## src/rtl/core/smmt_pkg.sv

```systemverilog
// Shared types and constants for the sample min/max/mean tracker.
// No dependencies; used by smmt_ctrl, smmt_dp and the top level.
`timescale 1ns / 1ps

package smmt_pkg;

  localparam int CODE_BITS    = 10;
  localparam int CV_BITS      = 9;
  localparam int FLOOR_BITS   = 14;
  localparam int PROD_BITS    = 19;
  localparam int COUNT_BITS   = 32;
  localparam int SUM_BITS     = COUNT_BITS + CV_BITS;
  localparam int SAMPLES_BITS = 32;
  localparam int IN_TDATA_W   = 16;
  localparam int OUT_TDATA_W  = 80;
  localparam int OUT_FIELDS_W = 3 * CV_BITS + FLOOR_BITS + SAMPLES_BITS;

  localparam int DIV_STEPS = CV_BITS;
  localparam int STEP_BITS = $clog2(DIV_STEPS);

  localparam logic [PROD_BITS-1:0]  FULL_SCALE = PROD_BITS'(500);
  localparam logic [10:0]           CODE_SPAN  = 11'd1023;
  localparam logic [FLOOR_BITS-1:0] FLOOR_NONE = FLOOR_BITS'(9999);

  typedef enum logic [0:0] {
    OP_SAMPLE = 1'b0,
    OP_CLEAR  = 1'b1
  } op_e;

  typedef struct packed {
    logic load_in;
    logic scale;
    logic quot;
    logic update;
    logic div_load;
    logic div_step;
    logic out_load;
  } dp_cmd_t;

  typedef struct packed {
    logic count_zero;
  } dp_sts_t;

  typedef struct packed {
    logic [SAMPLES_BITS-1:0] samples_taken;
    logic [CV_BITS-1:0]      mean_centivolts;
    logic [FLOOR_BITS-1:0]   floor_centivolts;
    logic [CV_BITS-1:0]      peak_centivolts;
    logic [CV_BITS-1:0]      current_centivolts;
  } result_t;

endpackage

```

## src/rtl/core/smmt_ctrl.sv

```systemverilog
// Sequencing state machine for the tracker: input beat, scale, update, divide, output.
// Depends on smmt_pkg; drives smmt_dp through dp_cmd_t.
`timescale 1ns / 1ps

module smmt_ctrl
  import smmt_pkg::*;
(
  input  logic    clk_i,
  input  logic    rst_ni,
  input  logic    s_valid_i,
  output logic    s_ready_o,
  output logic    m_valid_o,
  input  logic    m_ready_i,
  input  dp_sts_t sts_i,
  output dp_cmd_t cmd_o
);

  typedef enum logic [6:0] {
    S_IDLE   = 7'b0000001,
    S_MUL    = 7'b0000010,
    S_QUOT   = 7'b0000100,
    S_UPDATE = 7'b0001000,
    S_LOAD   = 7'b0010000,
    S_DIV    = 7'b0100000,
    S_DONE   = 7'b1000000
  } state_e;

  state_e               state_q, state_d;
  logic [STEP_BITS-1:0] step_q, step_d;
  logic                 out_valid_q, out_valid_d;
  logic                 out_free;

  assign out_free  = !out_valid_q || m_ready_i;
  assign s_ready_o = (state_q == S_IDLE);
  assign m_valid_o = out_valid_q;

  always_comb begin
    state_d     = state_q;
    step_d      = step_q;
    out_valid_d = out_valid_q;
    cmd_o       = '0;
    if (out_valid_q && m_ready_i) begin
      out_valid_d = 1'b0;
    end
    unique case (state_q)
      S_IDLE: begin
        if (s_valid_i) begin
          cmd_o.load_in = 1'b1;
          state_d       = S_MUL;
        end
      end
      S_MUL: begin
        cmd_o.scale = 1'b1;
        state_d     = S_QUOT;
      end
      S_QUOT: begin
        cmd_o.quot = 1'b1;
        state_d    = S_UPDATE;
      end
      S_UPDATE: begin
        cmd_o.update = 1'b1;
        state_d      = S_LOAD;
      end
      S_LOAD: begin
        cmd_o.div_load = 1'b1;
        step_d         = '0;
        state_d        = sts_i.count_zero ? S_DONE : S_DIV;
      end
      S_DIV: begin
        cmd_o.div_step = 1'b1;
        step_d         = step_q + STEP_BITS'(1);
        if (step_q == STEP_BITS'(DIV_STEPS - 1)) begin
          state_d = S_DONE;
        end
      end
      S_DONE: begin
        if (out_free) begin
          cmd_o.out_load = 1'b1;
          out_valid_d    = 1'b1;
          state_d        = S_IDLE;
        end
      end
      default: begin
        state_d = S_IDLE;
      end
    endcase
  end

  always_ff @(posedge clk_i or negedge rst_ni) begin
    if (!rst_ni) begin
      state_q     <= S_IDLE;
      step_q      <= '0;
      out_valid_q <= 1'b0;
    end else begin
      state_q     <= state_d;
      step_q      <= step_d;
      out_valid_q <= out_valid_d;
    end
  end

`ifndef SYNTH
  a_out_load_free: assert property (@(posedge clk_i) disable iff (!rst_ni)
    cmd_o.out_load |-> out_free)
    else $error("result register overwritten while still held");
  a_accept_starts: assert property (@(posedge clk_i) disable iff (!rst_ni)
    (s_valid_i && s_ready_o) |=> (state_q == S_MUL))
    else $error("accepted beat did not start processing");
  a_step_range: assert property (@(posedge clk_i) disable iff (!rst_ni)
    (state_q == S_DIV) |-> (step_q < STEP_BITS'(DIV_STEPS)))
    else $error("divide step counter overran");
`endif

endmodule

```

## src/rtl/core/smmt_dp.sv

```systemverilog
// Datapath: scaling, statistic registers, bit-serial mean divider and result register.
// Depends on smmt_pkg; controlled by smmt_ctrl through dp_cmd_t.
`timescale 1ns / 1ps

module smmt_dp
  import smmt_pkg::*;
(
  input  logic                 clk_i,
  input  logic                 rst_ni,
  input  dp_cmd_t              cmd_i,
  input  logic                 op_i,
  input  logic [CODE_BITS-1:0] code_i,
  output dp_sts_t              sts_o,
  output result_t              result_o
);

  logic                  op_q;
  logic [CODE_BITS-1:0]  code_q;
  logic [PROD_BITS-1:0]  prod_q;
  logic [CV_BITS-1:0]    cur_q;
  logic [CV_BITS-1:0]    peak_q;
  logic [FLOOR_BITS-1:0] floor_q;
  logic [SUM_BITS-1:0]   sum_q;
  logic [COUNT_BITS-1:0] count_q;
  logic [SUM_BITS-1:0]   rem_q;
  logic [SUM_BITS-1:0]   dvs_q;
  logic [CV_BITS-1:0]    mean_q;
  result_t               result_q;

  logic [CV_BITS-1:0]    q0;
  logic [10:0]           r0;
  logic [CV_BITS-1:0]    cur_d;
  logic                  ge;
  logic                  count_full;

  // divide by 1023: remainder of x>>10 stays below twice the divisor
  assign q0    = prod_q[PROD_BITS-1:10];
  assign r0    = {1'b0, prod_q[9:0]} + 11'(q0);
  assign cur_d = (op_q == OP_CLEAR) ? '0 : q0 + CV_BITS'(r0 >= CODE_SPAN);

  assign ge         = (rem_q >= dvs_q);
  assign count_full = (count_q == {COUNT_BITS{1'b1}});

  assign sts_o.count_zero = (count_q == '0);
  assign result_o         = result_q;

  always_ff @(posedge clk_i) begin
    if (cmd_i.load_in) begin
      op_q   <= op_i;
      code_q <= code_i;
    end
    if (cmd_i.scale) begin
      prod_q <= PROD_BITS'(code_q) * FULL_SCALE;
    end
    if (cmd_i.quot) begin
      cur_q <= cur_d;
    end
    if (cmd_i.div_load) begin
      rem_q  <= sum_q;
      dvs_q  <= SUM_BITS'({count_q, {(CV_BITS-1){1'b0}}});
      mean_q <= '0;
    end else if (cmd_i.div_step) begin
      if (ge) begin
        rem_q <= rem_q - dvs_q;
      end
      dvs_q  <= dvs_q >> 1;
      mean_q <= {mean_q[CV_BITS-2:0], ge};
    end
    if (cmd_i.out_load) begin
      result_q.current_centivolts <= cur_q;
      result_q.peak_centivolts    <= peak_q;
      result_q.floor_centivolts   <= floor_q;
      result_q.mean_centivolts    <= mean_q;
      result_q.samples_taken      <= SAMPLES_BITS'(count_q);
    end
  end

  always_ff @(posedge clk_i or negedge rst_ni) begin
    if (!rst_ni) begin
      peak_q  <= '0;
      floor_q <= FLOOR_NONE;
      sum_q   <= '0;
      count_q <= '0;
    end else if (cmd_i.update) begin
      if (op_q == OP_CLEAR) begin
        peak_q  <= '0;
        floor_q <= FLOOR_NONE;
        sum_q   <= '0;
        count_q <= '0;
      end else begin
        if (!count_full) begin
          sum_q   <= sum_q + SUM_BITS'(cur_q);
          count_q <= count_q + COUNT_BITS'(1);
        end
        if (cur_q > peak_q) begin
          peak_q <= cur_q;
        end
        if (FLOOR_BITS'(cur_q) < floor_q) begin
          floor_q <= FLOOR_BITS'(cur_q);
        end
      end
    end
  end

`ifndef SYNTH
  a_empty_stats: assert property (@(posedge clk_i) disable iff (!rst_ni)
    (count_q == '0) |-> (peak_q == '0 && floor_q == FLOOR_NONE && sum_q == '0))
    else $error("empty statistics not at cleared values");
  a_floor_peak: assert property (@(posedge clk_i) disable iff (!rst_ni)
    (count_q != '0) |-> (FLOOR_BITS'(peak_q) >= floor_q))
    else $error("minimum above maximum");
  a_scale_range: assert property (@(posedge clk_i) disable iff (!rst_ni)
    cmd_i.quot |=> (PROD_BITS'(cur_q) <= FULL_SCALE))
    else $error("scaled sample out of range");
`endif

endmodule

```

## src/rtl/core/sample_min_max_mean_tracker.sv

```systemverilog
// Top level of the sample min/max/mean tracker: stream ports around smmt_ctrl and smmt_dp.
// Depends on smmt_pkg, smmt_ctrl and smmt_dp.
`timescale 1ns / 1ps

// Each input beat is a 10-bit converter code (tuser low) or a clear command (tuser high)
// and yields one output beat: the sample scaled to centivolts as floor(code*500/1023),
// the running peak and floor, the truncated mean and the saturating sample count. Each item
// goes through multiply, divide by 1023, statistics update, then a nine-step restoring
// divide for the mean; a clear skips the divide. A new beat is taken in the cycle after
// the previous result is handed to the output register, so the next item overlaps a result
// that is still waiting downstream.
module sample_min_max_mean_tracker
  import smmt_pkg::*;
(
  input  logic                   clk_i,
  input  logic                   rst_ni,
  input  logic                   s_axis_tvalid,
  output logic                   s_axis_tready,
  input  logic [IN_TDATA_W-1:0]  s_axis_tdata,  // [9:0] adc_code
  input  logic                   s_axis_tuser,  // [0] operation
  output logic                   m_axis_tvalid,
  input  logic                   m_axis_tready,
  // [8:0] current_centivolts, [17:9] peak_centivolts, [31:18] floor_centivolts,
  // [40:32] mean_centivolts, [72:41] samples_taken
  output logic [OUT_TDATA_W-1:0] m_axis_tdata
);

  dp_cmd_t cmd;
  dp_sts_t sts;
  result_t result;

  smmt_ctrl u_ctrl (
    .clk_i     (clk_i),
    .rst_ni    (rst_ni),
    .s_valid_i (s_axis_tvalid),
    .s_ready_o (s_axis_tready),
    .m_valid_o (m_axis_tvalid),
    .m_ready_i (m_axis_tready),
    .sts_i     (sts),
    .cmd_o     (cmd)
  );

  smmt_dp u_dp (
    .clk_i    (clk_i),
    .rst_ni   (rst_ni),
    .cmd_i    (cmd),
    .op_i     (s_axis_tuser),
    .code_i   (s_axis_tdata[CODE_BITS-1:0]),
    .sts_o    (sts),
    .result_o (result)
  );

  assign m_axis_tdata = {{(OUT_TDATA_W - OUT_FIELDS_W){1'b0}}, result};

endmodule

```

## config.mk

```make
export PLATFORM = sky130hd
export DESIGN_NAME = sample_min_max_mean_tracker
export DESIGN_NICKNAME = d
export VERILOG_FILES = /design/src/rtl/core/smmt_pkg.sv /design/src/rtl/core/smmt_ctrl.sv /design/src/rtl/core/smmt_dp.sv /design/src/rtl/core/sample_min_max_mean_tracker.sv
export SDC_FILE = /design/constraint.sdc
export NUM_CORES = 1
export LEC_CHECK = 0
export ABC_AREA = 0
export BUFFER_PORTS_ARGS = -buffer_cell sky130_fd_sc_hd__buf_2
export CORE_MARGIN = 5
export CORE_UTILIZATION = 40
export CTS_CLUSTER_SIZE = 40
export DETAILED_ROUTE_END_ITERATION = 7
export GPL_ROUTABILITY_DRIVEN = 0
export GPL_TIMING_DRIVEN = 1
export MAX_ROUTING_LAYER = met4
export PLACE_DENSITY = 0.55
export SKIP_CTS_REPAIR_TIMING = 1
export SYNTH_ARGS = -nofsm -noshare
export SYNTH_HDL_FRONTEND = slang
export SYNTH_SLANG_ARGS = --single-unit
```

## constraint.sdc

```tcl
create_clock -name clk_i -period 4.58 [get_ports clk_i]
set_input_delay 0.229 -clock clk_i [delete_from_list [all_inputs] [get_ports clk_i]]
set_output_delay 0.229 -clock clk_i [all_outputs]
set_load 0.005 [all_outputs]
```

==> summary.txt <==
Cells and area
  • FILL cells: 3,981
  • Layout cells sized above 1: 0.122
  • # diodes: 0
  • Most frequent cells in the layout: edfxtp_1 (179), nand2_1 (146), nor2_1 (125)
  • Nets: 1,888
  • Post-route cell area: between 0.015 and 0.02 mm²
  • Commonest non-fill, non-tap cell in the layout: edfxtp_1
  • Area growth from synthesis to layout: 14.7%

Timing
  • F_max: 228 MHz
  • Setup TNS: 0 ns
  • Tcrit/Tclk final: 0.958
  • Final setup vio count: 0
  • Hold Violations, Final: 0
  • Slew headroom: 0.382
  • Clock skew: roughly 0.021 ns
  • Max Slew Vio Count: 0
  • Final Critical Period: ~4.4 ns
  • Unrepaired setup endpoints after global routing: true
  • Worst-Margin Slew: 0.927 ns

Floorplanning
  • Num ports: just over 100
  • Core ar.: between 0.04 and 0.05 mm²
  • Cell Rows: 75
  • Initial Util: 0.403
  • Die area: 0.0463 mm²
  • Die Ht: 215 µm
  • Die W: 215 µm

Yosys
  • Ys async rst share: 0.347
  • Synth Instances: 1,602
  • Dominant synthesized flop cell: edfxtp_1
  • Synthesized area: 0.0169 mm²
  • Post-synth EDFFs: 179
  • Number of synthesized register bits: 300
  • Synth unique cells: 80
  • Syn_area_per_cell: 10.5 µm²
  • Post-synthesis sequential area ratio: 0.494
  • Ys Warns: 0

CTS
  • CTS tree: done
  • Root Buffer: clkbuf_16
  • Clk_lat worst skew: about 0.54 ns
  • H-Tree Depth: 2
  • Reg clk slew, reported paths: 0.06 ns
  • CTS Buf Count: 36
  • Clock sinks: 300
  • CTS Buffer Depth: 3

Min path
  • Hold Crit Class: in2reg

Status
  • Run status: complete, no violations

Global route
  • First-pass GRT wire length: roughly 65 mm
  • Gr ovfl total: 0
  • Largest net degree at the start of global routing: between 70 and 80
  • Global Route Usage Sum: 0.177
  • Vias in the first global route: 11,800
  • Initial antenna violation count: 2

Worst setup path
  • CP Cell Sequence: fa_1 -> xor2_1 -> ha_1 -> inv_1 -> fa_1 -> fa_1 -> inv_2 -> ha_4 -> a21oi_4 -> o21bai_1 -> a21oi_2 -> o21bai_1 -> a21oi_1 -> nor2b_1 -> o21a_1 -> o41ai_2 -> xnor2_1
  • CP Capture Type: flop
  • CP Max Fanout: 4
  • Cell mode on critical path: fa_1
  • CP startpoint kind: flop
  • CP Class: reg2reg
  • CP required: 4.85 ns
  • Worst EP arrival: 4.65 ns
  • Max incr delay on CP: between 0.6 and 0.7 ns
  • Slowest CP cell: fa_1

Place
  • DP Wirelength: 28.0 mm
  • IO buf count: just under 90
  • Placed Area: 0.0179 mm²

Drt
  • Routed wire length: 40.1 mm
  • Initial DRC count: 652
  • Via count: 11,900
  • Routed Antenna Nets: 0
  • Via density: about 5.2
  • Post-route DRC: 0
  • DR pass1 iterations: 5
  • WL per Instance: around 18 µm

Job
  • Max-cap violation count: 0

Pwr
  • Leak pwr: between 8 and 9 nW
  • Worst vdd ir: 0.742 mV
  • Pwr Density: 550 mW/mm²
==> flip-flops by register name, indices dropped and copies added (netlist names), 10 cells and up <==
name / count
u_dp.code_q: 10
u_dp.count_q: 32
u_dp.dvs_q: 40
u_dp.floor_q: 10
u_dp.prod_q: 17
u_dp.rem_q: 41
u_dp.result_o: 69
u_dp.sum_q: 41
==> through the flow <==
stage	std cells	hold WS, ns	setup WS [ns]	utilization	total power [W]
floorplan	1610	-0.0666	0.145	-	0.00652
global placement	2194	0.407	0.0899	0.428	0.00737
finish	2278	0.0266	0.192	0.462	0.0106
CTS	2258	-0.165	-0.0750	0.456	0.0104
global route	2278	0.0342	-0.0262	0.462	0.0115
detailed placement	2194	0.408	-0.0469	0.428	0.00747
==> per-layer routing <==
layer	share of wire	wire length [µm]	GRT usage
met1	0.50	19900	0.252
met2	0.45	17900	0.268
met3	0.039	1590	0.0305
met4	0.017	688	0.0390
met5	0	0	-
==> area by class of cell <==
cell class,count,area (µm²),area share
timing repair buffer,127,812,0.0420
inverter,126,473,0.0245
tap,539,674,0.0349
clock inverter,18,199,0.0103
sequential,300,8330,0.431
clock buffer,46,980,0.0507
multi-input combinational,1122,7870,0.407
==> path summary, 6_finish.rpt <==
kind                                start           endpoint  slack [ns]  depth (start not counted)
hold reg to reg            u_dp.mean_q[8]  u_dp.result_o[40]        0.44                          0
min in group asynchronous          rst_ni   u_dp.count_q[14]        0.37                          2
hold / removal              m_axis_tready   u_ctrl.m_valid_o        0.03                          3
setup / recovery           u_dp.code_q[1]    u_dp.prod_q[17]        0.19                         17
max in group asynchronous          rst_ni  u_ctrl.state_q[0]        3.07                          3
setup reg to reg           u_dp.code_q[1]    u_dp.prod_q[17]        0.19                         17
==> critical path: cells and delay by family (launching register included) <==
family                     cells  cell delay [ns]
AOI/OAI and AO/OA              7             1.15
and+or+nand+nor                1             0.07
xor gates and xnor gates       2             0.28
DFF                            1             0.46
adders and majority gates      5             2.06
buffers and inverters          2             0.12
==> cells by family (layout without fill, tap and decap cells) <==
logic type / after synthesis / count (layout) / synth area share
simple gates: 489 / 489 / 0.142
compound gates: 355 / 355 / 0.129
flops: 300 / 300 / 0.494
buf+inv: 188 / 317 / 0.0455
fa+ha+maj: 154 / 154 / 0.129
xor+xnor: 110 / 110 / 0.0572
mux: 5 / 5 / 0.00327
other cells: 1 / 9 / 0.000223
==> Yosys cell counts (5+ instances only) <==
master    count  share of area
a21o_1       32          0.014
a21oi_1     114          0.034
a22o_1       13         0.0068
a31oi_1      11         0.0041
a32o_1        5         0.0030
and2_1        8         0.0030
and3_1       25         0.0093
and3b_1       5         0.0026
and4_1        7         0.0036
buf_4        13         0.0058
clkbuf_1     42         0.0094
dfrtp_1      97           0.14
dfstp_2       7          0.011
dfxtp_1      17          0.020
edfxtp_1    179           0.32
fa_1         32          0.038
ha_1        122          0.091
inv_1       125          0.028
nand2_1     146          0.033
nand2b_1     20         0.0074
nand3_1      40          0.012
nand4_1      21         0.0078
nor2_1      126          0.028
nor2b_1      23         0.0085
nor3_1       22         0.0065
nor4_1       12         0.0045
o21a_1       10         0.0045
o21ai_0     110          0.033
o22ai_1       6         0.0022
o31ai_1       8         0.0036
or2_2         5         0.0019
or3_1        10         0.0037
xnor2_1      45          0.023
xor2_1       65          0.034
==> report_power, final <==
group          total [W]  switching (W)  internal (W)
Combinational    0.00430        0.00219       0.00211
Sequential       0.00346       0.000166       0.00330
Clock            0.00288        0.00114       0.00174
No activity file was read; power rests on OpenSTA's default activity.
